### config.mk
export PLATFORM = sky130hd
export DESIGN_NAME = char_stream_tokenizer_flat
export DESIGN_NICKNAME = d
export VERILOG_FILES = /design/src/hdl/cst_pkg.sv /design/src/hdl/cst_char_if.sv /design/src/hdl/cst_token_if.sv /design/src/hdl/cst_scan_core.sv /design/src/hdl/cst_result_fifo.sv /design/src/hdl/char_stream_tokenizer.sv /design/src/flat_wrapper.sv
export VERILOG_INCLUDE_DIRS = /design/src /design/src/hdl
export SDC_FILE = /design/constraint.sdc
export NUM_CORES = 1
export LEC_CHECK = 0
export BUFFER_PORTS_ARGS = -buffer_cell sky130_fd_sc_hd__buf_2
export CAP_MARGIN = 0
export CORE_MARGIN = 5
export CORE_UTILIZATION = 35
export CTS_CLUSTER_DIAMETER = 100
export DETAILED_ROUTE_END_ITERATION = 6
export PLACE_DENSITY = 0.58
export SLEW_MARGIN = 10
export SYNTH_ARGS = -nofsm -noshare
export SYNTH_HDL_FRONTEND = slang
export SYNTH_SLANG_ARGS = --single-unit
### constraint.sdc
create_clock -name clk -period 10.8 [get_ports clk]
set_clock_uncertainty 0.05 [all_clocks]
set_input_delay 1.08 -clock clk [delete_from_list [all_inputs] [get_ports clk]]
set_output_delay 1.08 -clock clk [all_outputs]
set_load 0.1 [all_outputs]
### src/hdl/char_stream_tokenizer_macros.svh
// Assertion macros used by the tokenizer scan core
`ifndef CHAR_STREAM_TOKENIZER_MACROS_SVH
`define CHAR_STREAM_TOKENIZER_MACROS_SVH

// Check cons in the same cycle as ante; uses clk and rst_n of the enclosing module
`define CST_ASSERT_IMPL(label, ante, cons, msg) \
    label: assert property (@(posedge clk) disable iff (!rst_n) (ante) |-> (cons)) \
        else $error(msg);

// Check cons in the cycle after ante
`define CST_ASSERT_NEXT(label, ante, cons, msg) \
    label: assert property (@(posedge clk) disable iff (!rst_n) (ante) |=> (cons)) \
        else $error(msg);

`endif

### src/hdl/cst_pkg.sv
// Shared types and constants of the character stream tokenizer
package cst_pkg;

    // Configuration register indexes
    localparam int CFG_IDX_W = 3;
    localparam logic [CFG_IDX_W-1:0] CFG_SYMBOL_LOW   = 3'd0;
    localparam logic [CFG_IDX_W-1:0] CFG_SYMBOL_HIGH  = 3'd1;
    localparam logic [CFG_IDX_W-1:0] CFG_SKIP_LOW     = 3'd2;
    localparam logic [CFG_IDX_W-1:0] CFG_SKIP_HIGH    = 3'd3;
    localparam logic [CFG_IDX_W-1:0] CFG_OCTAL_ENABLE = 3'd4;
    localparam logic [CFG_IDX_W-1:0] CFG_HEX_ENABLE   = 3'd5;
    localparam logic [CFG_IDX_W-1:0] CFG_REAL_ENABLE  = 3'd6;

    localparam int CFG_DATA_W = 64;

    // Register defaults: underscore is a symbol char, TAB/LF/CR/space are skipped
    localparam logic [CFG_DATA_W-1:0] SYMBOL_HIGH_RESET = 64'h0000_0000_8000_0000;
    localparam logic [CFG_DATA_W-1:0] SKIP_LOW_RESET    = 64'h0000_0001_0000_2600;

    // Result field widths
    localparam int CHAR_W     = 8;
    localparam int TEXT_POS_W = 6;
    localparam int CLASS_W    = 3;

    // Event codes
    localparam logic EV_APPEND   = 1'b0;
    localparam logic EV_COMPLETE = 1'b1;

    // Token class codes on a complete event
    localparam logic [CLASS_W-1:0] TC_SINGLE  = 3'd0;
    localparam logic [CLASS_W-1:0] TC_SYMBOL  = 3'd1;
    localparam logic [CLASS_W-1:0] TC_REAL    = 3'd2;
    localparam logic [CLASS_W-1:0] TC_DECIMAL = 3'd3;
    localparam logic [CLASS_W-1:0] TC_OCTAL   = 3'd4;
    localparam logic [CLASS_W-1:0] TC_HEX     = 3'd5;
    localparam logic [CLASS_W-1:0] TC_END     = 3'd6;

    // Result queue depth
    localparam int RESULT_DEPTH = 4;

    // Scanner state
    typedef enum logic [1:0] {
        PS_INIT,
        PS_NEW,
        PS_SKIP,
        PS_MORE
    } parse_state_t;

    // Class of the token being built
    typedef enum logic [2:0] {
        CLS_NONE = 3'd0,
        CLS_SYM  = 3'd1,
        CLS_REAL = 3'd2,
        CLS_INT  = 3'd3,
        CLS_DOT  = 3'd4,
        CLS_END  = 3'd6
    } token_kind_t;

    // Number subtype
    typedef enum logic [2:0] {
        SUB_NONE = 3'd0,
        SUB_MAN  = 3'd1,
        SUB_EXP  = 3'd2,
        SUB_DEC  = 3'd3,
        SUB_OCT  = 3'd4,
        SUB_HEX  = 3'd5
    } number_sub_t;

    typedef struct packed {
        logic [CFG_DATA_W-1:0] symbol_low;
        logic [CFG_DATA_W-1:0] symbol_high;
        logic [CFG_DATA_W-1:0] skip_low;
        logic [CFG_DATA_W-1:0] skip_high;
        logic                  octal_enable;
        logic                  hex_enable;
        logic                  real_enable;
    } cfg_t;

    typedef struct packed {
        logic                  event_res;
        logic [CHAR_W-1:0]     char_value;
        logic [TEXT_POS_W-1:0] text_position;
        logic [CLASS_W-1:0]    token_class;
        logic                  overflow;
        logic                  last;
    } result_t;

endpackage

### src/hdl/cst_char_if.sv
// Character input channel of the tokenizer
interface cst_char_if;
    logic       valid;
    logic       ready;
    logic [7:0] char_in;

    modport source (output valid, output char_in, input ready);
    modport sink (input valid, input char_in, output ready);
endinterface

### src/hdl/cst_token_if.sv
// Result channel of the tokenizer: append and token complete events
interface cst_token_if;
    logic       valid;
    logic       ready;
    logic       event_res;
    logic [7:0] char_value;
    logic [5:0] text_position;
    logic [2:0] token_class;
    logic       overflow;
    logic       last;

    modport source (
        output valid, output event_res, output char_value, output text_position,
        output token_class, output overflow, output last, input ready
    );
    modport sink (
        input valid, input event_res, input char_value, input text_position,
        input token_class, input overflow, input last, output ready
    );
endinterface

### src/hdl/cst_scan_core.sv
// Scanner state machine: one character item in, up to two results out
`include "char_stream_tokenizer_macros.svh"

module cst_scan_core #(
    parameter int MAX_TOKEN = 64
) (
    input  logic                        clk,
    input  logic                        rst_n,
    input  logic                        fire,
    input  logic [7:0]                  char_code,
    input  cst_pkg::cfg_t               cfg,
    output cst_pkg::result_t [1:0]      res,
    output logic [1:0]                  res_count
);

    localparam int WPOS_W = $clog2(MAX_TOKEN + 1);
    localparam logic [WPOS_W-1:0] MAX_POS  = WPOS_W'(MAX_TOKEN);
    localparam logic [WPOS_W-1:0] LAST_POS = WPOS_W'(MAX_TOKEN - 1);

    localparam logic [7:0] CH_NUL   = 8'h00;
    localparam logic [7:0] CH_PLUS  = 8'h2B;
    localparam logic [7:0] CH_MINUS = 8'h2D;
    localparam logic [7:0] CH_DOT   = 8'h2E;
    localparam logic [7:0] CH_0     = 8'h30;
    localparam logic [7:0] CH_7     = 8'h37;
    localparam logic [7:0] CH_9     = 8'h39;
    localparam logic [7:0] CH_UA    = 8'h41;
    localparam logic [7:0] CH_UZ    = 8'h5A;
    localparam logic [7:0] CH_LA    = 8'h61;
    localparam logic [7:0] CH_LE    = 8'h65;
    localparam logic [7:0] CH_LF    = 8'h66;
    localparam logic [7:0] CH_LX    = 8'h78;
    localparam logic [7:0] CH_LZ    = 8'h7A;
    localparam logic [7:0] CASE_OFFSET = 8'h20;

    cst_pkg::parse_state_t ps_reg, ps_next;
    cst_pkg::token_kind_t  cls_reg, cls_next;
    cst_pkg::number_sub_t  sub_reg, sub_next;
    logic [7:0]            prev_reg, prev_next;
    logic [7:0]            pc_reg, pc_next;
    logic                  pv_reg, pv_next;
    logic [WPOS_W-1:0]     wpos_reg, wpos_next;
    logic                  ovf_reg, ovf_next;

    function automatic logic in_set(input logic [63:0] lo, input logic [63:0] hi,
                                    input logic [7:0] c);
        logic hit;
        hit = 1'b0;
        if (c != CH_NUL && !c[7])
        begin
            hit = c[6] ? hi[c[5:0]] : lo[c[5:0]];
        end
        return hit;
    endfunction

    function automatic logic is_digit(input logic [7:0] c);
        return c inside {[CH_0:CH_9]};
    endfunction

    function automatic logic is_alpha(input logic [7:0] c);
        return c inside {[CH_LA:CH_LZ], [CH_UA:CH_UZ]};
    endfunction

    function automatic logic is_hexl(input logic [7:0] c);
        return c inside {[CH_0:CH_9], [CH_LA:CH_LF]};
    endfunction

    function automatic logic [7:0] to_lower(input logic [7:0] c);
        return (c inside {[CH_UA:CH_UZ]}) ? c + CASE_OFFSET : c;
    endfunction

    // Hold scanner state; advance only when an item is processed
    always_ff @(posedge clk or negedge rst_n)
    begin
        if (!rst_n)
        begin
            ps_reg   <= cst_pkg::PS_INIT;
            cls_reg  <= cst_pkg::CLS_NONE;
            sub_reg  <= cst_pkg::SUB_NONE;
            prev_reg <= '0;
            pc_reg   <= '0;
            pv_reg   <= 1'b0;
            wpos_reg <= '0;
            ovf_reg  <= 1'b0;
        end
        else if (fire)
        begin
            ps_reg   <= ps_next;
            cls_reg  <= cls_next;
            sub_reg  <= sub_next;
            prev_reg <= prev_next;
            pc_reg   <= pc_next;
            pv_reg   <= pv_next;
            wpos_reg <= wpos_next;
            ovf_reg  <= ovf_next;
        end
    end

    // Replay the pushback char, then the new char; at most two passes
    always_comb
    begin
        logic [7:0]        c;
        logic [7:0]        cl;
        logic              push;
        logic              go;
        logic              more;
        logic              skip_hit;
        logic [WPOS_W-1:0] pos;
        logic [1:0]        n;
        cst_pkg::result_t  r;

        ps_next   = ps_reg;
        cls_next  = cls_reg;
        sub_next  = sub_reg;
        prev_next = prev_reg;
        pc_next   = pc_reg;
        pv_next   = pv_reg;
        wpos_next = wpos_reg;
        ovf_next  = ovf_reg;
        res       = '0;
        c         = char_code;
        cl        = '0;
        push      = 1'b0;
        go        = 1'b1;
        more      = 1'b0;
        skip_hit  = 1'b0;
        pos       = '0;
        n         = 2'd0;
        r         = '0;

        // Start of stream: drop any pushback
        if (ps_next == cst_pkg::PS_INIT)
        begin
            pv_next   = 1'b0;
            prev_next = '0;
            ps_next   = cst_pkg::PS_NEW;
        end

        // Start of a token: clear text, pick up the pushback char
        if (ps_next == cst_pkg::PS_NEW)
        begin
            ps_next   = cst_pkg::PS_SKIP;
            cls_next  = cst_pkg::CLS_NONE;
            wpos_next = '0;
            ovf_next  = 1'b0;
            if (pv_next)
            begin
                c       = pc_next;
                pv_next = 1'b0;
                push    = 1'b1;
            end
        end

        for (int it = 0; it < 2; it++)
        begin
            if (go)
            begin
                go       = 1'b0;
                cl       = to_lower(c);
                more     = 1'b1;
                skip_hit = 1'b0;

                if (ps_next == cst_pkg::PS_SKIP)
                begin
                    // Skip delimiters, else classify the first char
                    if (in_set(cfg.skip_low, cfg.skip_high, c))
                    begin
                        skip_hit = 1'b1;
                    end
                    else
                    begin
                        ps_next  = cst_pkg::PS_MORE;
                        cls_next = cst_pkg::CLS_NONE;
                        if (c == CH_NUL)
                        begin
                            cls_next = cst_pkg::CLS_END;
                            more     = 1'b0;
                        end
                        else if (is_digit(c))
                        begin
                            cls_next = cst_pkg::CLS_INT;
                            sub_next = (cfg.octal_enable && c == CH_0) ?
                                       cst_pkg::SUB_OCT : cst_pkg::SUB_DEC;
                        end
                        else if (is_alpha(c) || in_set(cfg.symbol_low, cfg.symbol_high, c))
                        begin
                            cls_next = cst_pkg::CLS_SYM;
                        end
                        else if (!cfg.real_enable || c != CH_DOT)
                        begin
                            ps_next = cst_pkg::PS_NEW;
                            more    = 1'b0;
                        end
                        else
                        begin
                            cls_next = cst_pkg::CLS_DOT;
                        end
                    end
                end
                else
                begin
                    // Extend the current token or end it
                    case (cls_next)
                        cst_pkg::CLS_INT:
                        begin
                            if (sub_next == cst_pkg::SUB_DEC && is_digit(c))
                            begin
                                more = 1'b1;
                            end
                            else if (cfg.octal_enable && sub_next == cst_pkg::SUB_OCT &&
                                     (c inside {[CH_0:CH_7]}))
                            begin
                                more = 1'b1;
                            end
                            else if (cfg.hex_enable && sub_next == cst_pkg::SUB_HEX &&
                                     is_hexl(cl))
                            begin
                                // First hex digit overwrites the prefix
                                if (prev_next == CH_LX)
                                begin
                                    wpos_next = '0;
                                end
                            end
                            else if (cfg.hex_enable && wpos_next == WPOS_W'(1) &&
                                     cl == CH_LX && prev_next == CH_0)
                            begin
                                sub_next = cst_pkg::SUB_HEX;
                            end
                            else if (cfg.real_enable && sub_next != cst_pkg::SUB_HEX &&
                                     (c == CH_DOT || cl == CH_LE))
                            begin
                                cls_next = cst_pkg::CLS_REAL;
                                sub_next = (c == CH_DOT) ? cst_pkg::SUB_MAN : cst_pkg::SUB_EXP;
                            end
                            else
                            begin
                                more = 1'b0;
                            end
                        end
                        cst_pkg::CLS_REAL:
                        begin
                            if (is_digit(c))
                            begin
                                more = 1'b1;
                            end
                            else if ((c == CH_PLUS || c == CH_MINUS) && prev_next == CH_LE)
                            begin
                                more = 1'b1;
                            end
                            else if (cl == CH_LE && sub_next != cst_pkg::SUB_EXP)
                            begin
                                sub_next = cst_pkg::SUB_EXP;
                            end
                            else
                            begin
                                more = 1'b0;
                            end
                        end
                        cst_pkg::CLS_DOT:
                        begin
                            more = is_digit(c);
                            if (more)
                            begin
                                cls_next = cst_pkg::CLS_REAL;
                                sub_next = cst_pkg::SUB_MAN;
                            end
                        end
                        cst_pkg::CLS_SYM:
                        begin
                            more = is_digit(c) || is_alpha(c) ||
                                   in_set(cfg.symbol_low, cfg.symbol_high, c);
                        end
                        default:
                        begin
                            more = 1'b0;
                        end
                    endcase
                    // Push back the char that ended the token
                    if (!more)
                    begin
                        pc_next = c;
                        pv_next = 1'b1;
                    end
                end

                prev_next = cl;

                if (skip_hit)
                begin
                    if (push)
                    begin
                        c    = char_code;
                        push = 1'b0;
                        go   = 1'b1;
                    end
                end
                else if (more)
                begin
                    // Append, saturating at the last text position
                    pos = wpos_next;
                    if (pos >= MAX_POS)
                    begin
                        pos      = LAST_POS;
                        ovf_next = 1'b1;
                    end
                    else
                    begin
                        wpos_next = pos + WPOS_W'(1);
                    end
                    r               = '0;
                    r.event_res     = cst_pkg::EV_APPEND;
                    r.char_value    = c;
                    r.text_position = cst_pkg::TEXT_POS_W'(pos);
                    r.overflow      = ovf_next;
                    if (n == 2'd0)
                    begin
                        res[0] = r;
                    end
                    else
                    begin
                        res[1] = r;
                    end
                    n = n + 2'd1;
                    if (push)
                    begin
                        c    = char_code;
                        push = 1'b0;
                        go   = 1'b1;
                    end
                end
                else
                begin
                    // Complete the token; a replayed char parks the new one
                    if (push)
                    begin
                        pc_next = char_code;
                        pv_next = 1'b1;
                        push    = 1'b0;
                    end
                    r           = '0;
                    r.event_res = cst_pkg::EV_COMPLETE;
                    r.overflow  = ovf_next;
                    case (cls_next)
                        cst_pkg::CLS_NONE: r.char_value  = c;
                        cst_pkg::CLS_DOT:  r.char_value  = CH_DOT;
                        cst_pkg::CLS_SYM:  r.token_class = cst_pkg::TC_SYMBOL;
                        cst_pkg::CLS_REAL: r.token_class = cst_pkg::TC_REAL;
                        cst_pkg::CLS_END:  r.token_class = cst_pkg::TC_END;
                        cst_pkg::CLS_INT:
                        begin
                            r.token_class = cst_pkg::TC_DECIMAL;
                            if (cfg.octal_enable || cfg.hex_enable)
                            begin
                                case (sub_next)
                                    cst_pkg::SUB_OCT: r.token_class = cst_pkg::TC_OCTAL;
                                    cst_pkg::SUB_HEX: r.token_class = cst_pkg::TC_HEX;
                                    default:          r.token_class = cst_pkg::TC_DECIMAL;
                                endcase
                            end
                        end
                        default: r.char_value = CH_NUL;
                    endcase
                    if (n == 2'd0)
                    begin
                        res[0] = r;
                    end
                    else
                    begin
                        res[1] = r;
                    end
                    n       = n + 2'd1;
                    ps_next = (cls_next == cst_pkg::CLS_END) ? cst_pkg::PS_INIT :
                                                               cst_pkg::PS_NEW;
                end
            end
        end

        // Mark the final result of this item
        if (n == 2'd1)
        begin
            res[0].last = 1'b1;
        end
        else if (n == 2'd2)
        begin
            res[1].last = 1'b1;
        end
        res_count = n;
    end

    `CST_ASSERT_IMPL(a_pair_starts_with_append, fire && res_count == 2'd2, res[0].event_res == cst_pkg::EV_APPEND, "two results must begin with an append")
    `CST_ASSERT_IMPL(a_position_bounded, 1'b1, wpos_reg <= MAX_POS, "write position beyond token limit")
    `CST_ASSERT_IMPL(a_overflow_at_limit, ovf_reg, wpos_reg == MAX_POS, "overflow set below the token limit")
    `CST_ASSERT_NEXT(a_end_restarts, fire && res_count != 2'd0 && res[0].event_res == cst_pkg::EV_COMPLETE && res[0].token_class == cst_pkg::TC_END, ps_reg == cst_pkg::PS_INIT, "end token must return to the start state")

endmodule

### src/hdl/cst_result_fifo.sv
// Result queue that takes up to two results per cycle and sends one per cycle while tokens.ready is high
module cst_result_fifo (
    input  logic                   clk,
    input  logic                   rst_n,
    input  logic [1:0]             push_count,
    input  cst_pkg::result_t [1:0] push_data,
    output logic                   room,
    cst_token_if.source            tokens
);

    localparam int DEPTH = cst_pkg::RESULT_DEPTH;
    localparam int PTR_W = $clog2(DEPTH);
    localparam int CNT_W = PTR_W + 1;

    cst_pkg::result_t  entry_reg [DEPTH];
    logic [PTR_W-1:0]  wr_ptr_reg;
    logic [PTR_W-1:0]  rd_ptr_reg;
    logic [CNT_W-1:0]  count_reg;
    logic              pop;
    cst_pkg::result_t  head;

    assign pop  = tokens.valid && tokens.ready;
    assign room = count_reg <= CNT_W'(DEPTH - 2);
    assign head = entry_reg[rd_ptr_reg];

    // Drive the head entry onto the channel
    assign tokens.valid         = count_reg != '0;
    assign tokens.event_res     = head.event_res;
    assign tokens.char_value    = head.char_value;
    assign tokens.text_position = head.text_position;
    assign tokens.token_class   = head.token_class;
    assign tokens.overflow      = head.overflow;
    assign tokens.last          = head.last;

    // Store new results at the tail
    always_ff @(posedge clk)
    begin
        if (push_count != 2'd0)
        begin
            entry_reg[wr_ptr_reg] <= push_data[0];
        end
        if (push_count == 2'd2)
        begin
            entry_reg[wr_ptr_reg + PTR_W'(1)] <= push_data[1];
        end
    end

    // Advance pointers and occupancy
    always_ff @(posedge clk or negedge rst_n)
    begin
        if (!rst_n)
        begin
            wr_ptr_reg <= '0;
            rd_ptr_reg <= '0;
            count_reg  <= '0;
        end
        else
        begin
            wr_ptr_reg <= wr_ptr_reg + PTR_W'(push_count);
            rd_ptr_reg <= rd_ptr_reg + PTR_W'(pop);
            count_reg  <= count_reg + CNT_W'(push_count) - CNT_W'(pop);
        end
    end

endmodule

### src/hdl/char_stream_tokenizer.sv
// Top level of the character stream tokenizer
//
// chars carries one character per item (0 ends the stream); tokens carries
// append events (char and text position) and token complete events (class).
// An item gives zero, one or two results; the last one has last set.
// Configuration is written through cfg_we/cfg_index/cfg_data; the user must
// write it only while idle; the block does not enforce this. Each item
// is scanned from the input register into the queue; tokens shows its head.
// Throughput: one item per cycle while each gives at most one result and
// tokens.ready is high; the two results of one item go out in turn. The
// scanner step itself is one pass of logic between the input register and a
// four-entry result queue.
// Reset: configuration takes its defaults (underscore a symbol char, TAB, LF,
// CR and space skipped, octal, hex and reals on), the scanner goes to its
// start state with no pushback and the queue empties.
// Stall: when tokens.ready is low the queue fills; scanning stops once fewer
// than two entries are free, the input register holds its item and
// chars.ready drops.
module char_stream_tokenizer #(
    parameter int MAX_TOKEN = 64
) (
    input  logic                                clk,
    input  logic                                rst_n,
    cst_char_if.sink                            chars,
    cst_token_if.source                         tokens,
    input  logic                                cfg_we,
    input  logic [cst_pkg::CFG_IDX_W-1:0]       cfg_index,
    input  logic [cst_pkg::CFG_DATA_W-1:0]      cfg_data
);

    cst_pkg::cfg_t          cfg_reg;
    logic                   char_valid_reg;
    logic [7:0]             char_reg;
    logic                   room;
    logic                   fire;
    cst_pkg::result_t [1:0] res;
    logic [1:0]             res_count;
    logic [1:0]             push_count;

    // Scan when an item waits and the queue has room for two results
    assign fire        = char_valid_reg && room;
    assign chars.ready = !char_valid_reg || fire;
    assign push_count  = fire ? res_count : 2'd0;

    // Hold configuration registers
    always_ff @(posedge clk or negedge rst_n)
    begin
        if (!rst_n)
        begin
            cfg_reg.symbol_low   <= '0;
            cfg_reg.symbol_high  <= cst_pkg::SYMBOL_HIGH_RESET;
            cfg_reg.skip_low     <= cst_pkg::SKIP_LOW_RESET;
            cfg_reg.skip_high    <= '0;
            cfg_reg.octal_enable <= 1'b1;
            cfg_reg.hex_enable   <= 1'b1;
            cfg_reg.real_enable  <= 1'b1;
        end
        else if (cfg_we)
        begin
            case (cfg_index)
                cst_pkg::CFG_SYMBOL_LOW:   cfg_reg.symbol_low   <= cfg_data;
                cst_pkg::CFG_SYMBOL_HIGH:  cfg_reg.symbol_high  <= cfg_data;
                cst_pkg::CFG_SKIP_LOW:     cfg_reg.skip_low     <= cfg_data;
                cst_pkg::CFG_SKIP_HIGH:    cfg_reg.skip_high    <= cfg_data;
                cst_pkg::CFG_OCTAL_ENABLE: cfg_reg.octal_enable <= cfg_data[0];
                cst_pkg::CFG_HEX_ENABLE:   cfg_reg.hex_enable   <= cfg_data[0];
                cst_pkg::CFG_REAL_ENABLE:  cfg_reg.real_enable  <= cfg_data[0];
                default:                   cfg_reg              <= cfg_reg;
            endcase
        end
    end

    // Track the input register
    always_ff @(posedge clk or negedge rst_n)
    begin
        if (!rst_n)
        begin
            char_valid_reg <= 1'b0;
        end
        else if (chars.valid && chars.ready)
        begin
            char_valid_reg <= 1'b1;
        end
        else if (fire)
        begin
            char_valid_reg <= 1'b0;
        end
    end

    // Load the input character
    always_ff @(posedge clk)
    begin
        if (chars.valid && chars.ready)
        begin
            char_reg <= chars.char_in;
        end
    end

    cst_scan_core #(
        .MAX_TOKEN (MAX_TOKEN)
    ) u_scan_core (
        .clk       (clk),
        .rst_n     (rst_n),
        .fire      (fire),
        .char_code (char_reg),
        .cfg       (cfg_reg),
        .res       (res),
        .res_count (res_count)
    );

    cst_result_fifo u_result_fifo (
        .clk        (clk),
        .rst_n      (rst_n),
        .push_count (push_count),
        .push_data  (res),
        .room       (room),
        .tokens     (tokens)
    );

endmodule
### src/flat_wrapper.sv
// flat-port wrapper written by rule: the top's interface ports become plain ports
module char_stream_tokenizer_flat 
#(
    parameter int MAX_TOKEN = 64
)
  (clk, rst_n, cfg_we, cfg_index, cfg_data, chars_valid, chars_char_in, chars_ready, tokens_valid, tokens_event_res, tokens_char_value, tokens_text_position, tokens_token_class, tokens_overflow, tokens_last, tokens_ready);
  cst_char_if chars_i ();
  cst_token_if tokens_i ();
  input  logic clk;
  input  logic rst_n;
  input  logic cfg_we;
  input  logic [cst_pkg::CFG_IDX_W-1:0] cfg_index;
  input  logic [cst_pkg::CFG_DATA_W-1:0] cfg_data;
  input wire logic [$bits(chars_i.valid)-1:0] chars_valid;
  input wire logic [$bits(chars_i.char_in)-1:0] chars_char_in;
  output wire logic [$bits(chars_i.ready)-1:0] chars_ready;
  output wire logic [$bits(tokens_i.valid)-1:0] tokens_valid;
  output wire logic [$bits(tokens_i.event_res)-1:0] tokens_event_res;
  output wire logic [$bits(tokens_i.char_value)-1:0] tokens_char_value;
  output wire logic [$bits(tokens_i.text_position)-1:0] tokens_text_position;
  output wire logic [$bits(tokens_i.token_class)-1:0] tokens_token_class;
  output wire logic [$bits(tokens_i.overflow)-1:0] tokens_overflow;
  output wire logic [$bits(tokens_i.last)-1:0] tokens_last;
  input wire logic [$bits(tokens_i.ready)-1:0] tokens_ready;
  assign chars_i.valid = chars_valid;
  assign chars_i.char_in = chars_char_in;
  assign chars_ready = chars_i.ready;
  assign tokens_valid = tokens_i.valid;
  assign tokens_event_res = tokens_i.event_res;
  assign tokens_char_value = tokens_i.char_value;
  assign tokens_text_position = tokens_i.text_position;
  assign tokens_token_class = tokens_i.token_class;
  assign tokens_overflow = tokens_i.overflow;
  assign tokens_last = tokens_i.last;
  assign tokens_i.ready = tokens_ready;
  char_stream_tokenizer #(.MAX_TOKEN(MAX_TOKEN)) u_core (.clk(clk), .rst_n(rst_n), .chars(chars_i), .tokens(tokens_i), .cfg_we(cfg_we), .cfg_index(cfg_index), .cfg_data(cfg_data));
endmodule
==> results of run 1 <==
cell type report:
| cell class | instances | area, um^2 | share of cell area |
|---|---|---|---|
| multi-input combinational | 2128 | 16150 | 0.5248 |
| sequential | 388 | 10160 | 0.3301 |
| timing repair buffer | 211 | 1416 | 0.04601 |
| tap | 1050 | 1314 | 0.04268 |
| clock buffer | 64 | 1309 | 0.04252 |
| clock inverter | 18 | 220.2 | 0.007154 |
| inverter | 53 | 198.9 | 0.006463 |
| antenna | 3 | 7.507 | 0.0002439 |
routing by layer:
metal | global-route usage | part of all wire | up-vias
li1 | - | - | 10820
met1 | 0.3705 | 0.39 | 12860
met2 | 0.4419 | 0.45 | 1705
met3 | 0.04432 | 0.089 | 407
met4 | 0.1518 | 0.068 | 2
met5 | 0 | 0.000089 | -
synthesized netlist by cell type (all sizes together), types with 22 or more instances:
cell    number  area (um^2)
clkbuf     124        465.5
a22oi       35        262.8
nor3        66        345.3
mux2i      106         1065
nor4        22        171.4
mux4        88         1982
edfxtp      88         2643
o22ai       34        226.5
nand2b      25        156.4
a21oi      135        698.2
o211ai      38        290.3
nand2      304         1144
dfrtp      292         7307
o21ai      161        820.8
inv         51        191.4
nand3       99        495.5
mux2       272         3067
buf        109        688.2
and2        26        162.7
and3        27        168.9
nand4       32        200.2
nor2       184        703.2
a211oi      86        680.7
a31oi       28        190.2
cells by family (layout without fill, tap and decap cells):
family,count (synthesis),after routing
AOI/OAI and AO/OA,752,752
xor gates and xnor gates,9,9
adders and majority gates,17,17
buffers and inverters,286,346
DFF,388,388
muxes,466,466
other,0,3
and+or+nand+nor,884,884
worst max-delay path, delay by kind of cell (launching register included):
family	cells	cell delay [ps]
adders and majority gates	4	1100
AOI/OAI and AO/OA	7	2700
DFF	1	640
and+or+nand+nor	10	2550
xor gates and xnor gates	2	280
muxes	1	860
buffers and inverters	7	1540
metrics by stage:
step           area, um^2  cells
2_1_floorplan       27560   2802
3_3_place_gp        29250   3830
3_5_place_dp        29250   3830
4_1_cts             30770   3912
5_1_grt             30770   3912
6_report            30780   3915
worst paths after layout:
path	start	endpoint	slack, ps	depth (start not counted)
max in group asynchronous	rst_n	u_core.u_scan_core.pc_reg[1]	8060	3
max	u_core.char_reg[2]	u_core.u_result_fifo.count_reg[2]	900	31
min in group asynchronous	rst_n	u_core.cfg_reg[177]	440	1
min reg2reg	u_core.u_scan_core.prev_reg[5]	u_core.u_scan_core.prev_reg[5]	430	2
max reg2reg	u_core.char_reg[2]	u_core.u_result_fifo.count_reg[2]	900	31
min	u_core.u_scan_core.prev_reg[5]	u_core.u_scan_core.prev_reg[5]	430	2
layout by cell type (no fill, tap or decap), types with 61 or more instances in the layout:
cell | netlist | routed
buf_2 | 58 | 100
nor2_1 | 181 | 179
mux2i_1 | 105 | 105
dfrtp_1 | 292 | 290
o21ai_0 | 148 | 146
nor3_1 | 63 | 61
nand2_1 | 303 | 303
a211oi_1 | 82 | 82
buf_4 | 13 | 104
edfxtp_1 | 88 | 88
a21oi_1 | 131 | 130
mux2_2 | 268 | 268
nand3_1 | 99 | 98
mux4_2 | 88 | 88
==> results.ini, run 1 <==
[timing]
fin_crit_sh=0.9162
rsz0062_at_grt=false
final_max_slew_viol_count=0
post-route-min-period_ps=9895
hold_slack_ps=431.4
tightest_slew_ps=1248
setup_viol=0
fmax_mhz=101.1
hold_viol=0
finalWorstSetupSlack_ps=904.9
slew_headroom=0.1680
tns_ps=0

[setup_path]
crit_type=register to register
critPathSlowestCell=mux2i_1
crit_fanout=37
crit_arrival_ps=10310
worst_setup_path_end_kind=register
max_stage_delay_ps=860
cp-start-kind=register
cp.required_ps=11220
cpMostUsedCell=buf_4

[clock_tree]
cts_resized=0
clk_pin_slew_ps=60
insertion_delay_ps=610
ctsHoldBuffers=0
htree_num_levels=2
clockBufferDepth=3
cts_root_buf=clkbuf_16
post-cts-setup-buffers=0
cts_tree=built
numClockSinks=388
numCtsBuffers=44

[finish]
areaGrowthSynthToFinish_pct=11.69
n_fill_cell=7812
drive_above_1_share=0.2516
num-nets-final=2923
post-route-util=0.3922
largest_register_ffs=259

[yosys]
synth_top_family_by_area=multiplexers
synth_compound_area_frac=0.1934
ys.flop_type=dfrtp_1
synth_fa_ha_area_frac=0.007990
synth_mux_area_frac=0.2218
synth_edf_count=88
synth-xor-area-share=0.002860
yosys_warnings=0
syn_inst=2802
synth-async-reset-ratio=0.7732
avgSynthCellArea_um2=9.836
seq_area_frac_synth=0.3686
ys_types=113
synth_fp_nets=2899
synth_simple_gate_area_share=0.1563
synth-seq-cells=388
syn-cell-area_um2=27560

[route]
vias_per_cell=6.590
antenna_left=0
drc=0
dr_total_vias=25800
first_pass_iters=6
routedWlPerCell_um=31.54
drt_iter0_markers=3354
wirelength_mm=123.5

[job]
drv_cap=0

[floorplan]
io_pins=102
die-height_um=290.6
num_rows=103
start_util=0.3512
fp.dieW_um=290.6
coreArea_um2=78480
dieArea_um2=84460

[global_route]
track_usage=0.2800
grt_pass1_wl_mm=179.3
overflow=0
grt_max_degree=106
first_global_vias=25010
grt_antenna_before_repair=2

[placement]
place_hpwl_mm=90.32
port_buffers=101
dp_slack_ps=1369
routabilityCongestion=1.040

[outcome]
outcome=finished, final reports clean

[min_path]
hold_class=register to register

Power of run 1 is not shown: default switching activity piles up to over one toggle a cycle in this logic, so the estimate is an artifact.
==> run 2, diff against run 1 <==
Clock period 10.8 ns to 10.3 ns, I/O delays scaled along.
==> results.ini, run 2 (same netlist as run 1, synthesis figures left out) <==
[floorplan]
num_rows=103
io_pins=102
die-height_um=290.6
coreArea_um2=78480
fp.dieW_um=290.6
start_util=0.3512
dieArea_um2=84460

[route]
vias_per_cell=6.607
drt_iter0_markers=3188
dr_total_vias=25930
first_pass_iters=7
drc=1
antenna_left=0
routedWlPerCell_um=31.27
wirelength_mm=122.7

[placement]
place_hpwl_mm=90.68
place_area_um2=29400
dp_slack_ps=1297
routabilityCongestion=1.086
dpl.cell_count=3845
port_buffers=101

[clock_tree]
clk_pin_slew_ps=60
cts_resized=0
cts_root_buf=clkbuf_16
clockBufferDepth=3
numCtsBuffers=45
ctsHoldBuffers=0
cts_tree=built
post-cts-setup-buffers=0
numClockSinks=388
htree_num_levels=2
insertion_delay_ps=590

[setup_path]
crit_type=register to register
crit_fanout=40
critPathSlowestCell=nor2_1
cp-start-kind=register
crit_arrival_ps=9880
rr_worst_depth=29
worst_setup_path_end_kind=register
cp.required_ps=10700
max_stage_delay_ps=870

[timing]
fmax_mhz=105.4
tightest_slew_ps=1104
post-route-min-period_ps=9487
final_max_slew_viol_count=0
fin_crit_sh=0.9211
tns_ps=0
setup_viol=0
hold_viol=0
slew_headroom=0.2625
finalWorstSetupSlack_ps=812.7
rsz0062_at_grt=false

[global_route]
grt_max_degree=137
grt_pass1_wl_mm=178.7
grt_antenna_before_repair=4
track_usage=0.2781
first_global_vias=25020
overflow=0

[min_path]
hold_class=register to register
hold_path_depth=2

[finish]
final_common_cell=nand2_1
fin_cells=3925
multi_input_area_um2=16150
register_area_um2=10160
largest_register_ffs=259
drive_above_1_share=0.2562
n_fill_cell=7814
stdcell_area_um2=30900
layout_common_cells=nand2_1, dfrtp_1, mux2_2
num-nets-final=2939
areaGrowthSynthToFinish_pct=12.12

[outcome]
outcome=complete, but fails checks
violations=DRC

[job]
drv_cap=0

==> run 2: cell types whose count changed in the layout (fill, tap and decap cells not counted) <==
cell | before | now
buf_12 | 6 | 9
buf_4 | 104 | 116
clkbuf_1 | 9 | 5
clkbuf_8 | 9 | 7
clkinv_1 | 5 | 4
clkinv_4 | 1 | 4
clkinv_8 | 1 | 0
diode_2 | 3 | 2
inv_4 | 0 | 1
inv_6 | 1 | 0
inv_8 | 2 | 3
==> run 2: through the flow <==
step                hold slack (ps)    util
finish                        430.7  0.3937
global route                  455.0  0.3937
CTS                           435.5  0.3937
detailed placement            421.2  0.3745
global placement              416.3  0.3745
floorplan                     400.1       -
==> run 2: metal layers <==
layer	part of all wire	up-vias	GRT usage
li1	-	10870	-
met1	0.39	12800	0.3570
met2	0.45	1737	0.4417
met3	0.092	527	0.05372
met4	0.076	2	0.1561
met5	0.000073	-	0.001702
==> run 2: path summary, 6_finish.rpt <==
kind                                                endpoint                           start  slack, ps
min                           u_core.u_scan_core.prev_reg[1]  u_core.u_scan_core.prev_reg[1]        430
max reg2reg                u_core.u_result_fifo.count_reg[2]    u_core.u_scan_core.ps_reg[1]        810
max in group asynchronous       u_core.u_scan_core.pc_reg[1]                           rst_n       8280
min reg2reg                   u_core.u_scan_core.prev_reg[1]  u_core.u_scan_core.prev_reg[1]        430
max                        u_core.u_result_fifo.count_reg[2]    u_core.u_scan_core.ps_reg[1]        810
min in group asynchronous                u_core.cfg_reg[115]                           rst_n        440
==> run 2: cell type report <==
class | instances | area share
Sequential cell | 388 | 0.3289
Multi-Input combinational cell | 2128 | 0.5228
Clock inverter | 20 | 0.007612
Tap cell | 1050 | 0.04251
Inverter | 53 | 0.006438
Antenna cell | 2 | 0.0001620
Timing Repair Buffer | 226 | 0.05069
Clock buffer | 58 | 0.04097
==> run 2: critical path: cells and delay by family, from the launching register on <==
family | cells | cell delay, ps
AOI/OAI and AO/OA | 9 | 3280
and+or+nand+nor | 9 | 3250
adders and majority gates | 4 | 1230
buffers and inverters | 5 | 780
DFF | 1 | 380
xor gates and xnor gates | 2 | 300
Power of run 2 is left out for the same reason.
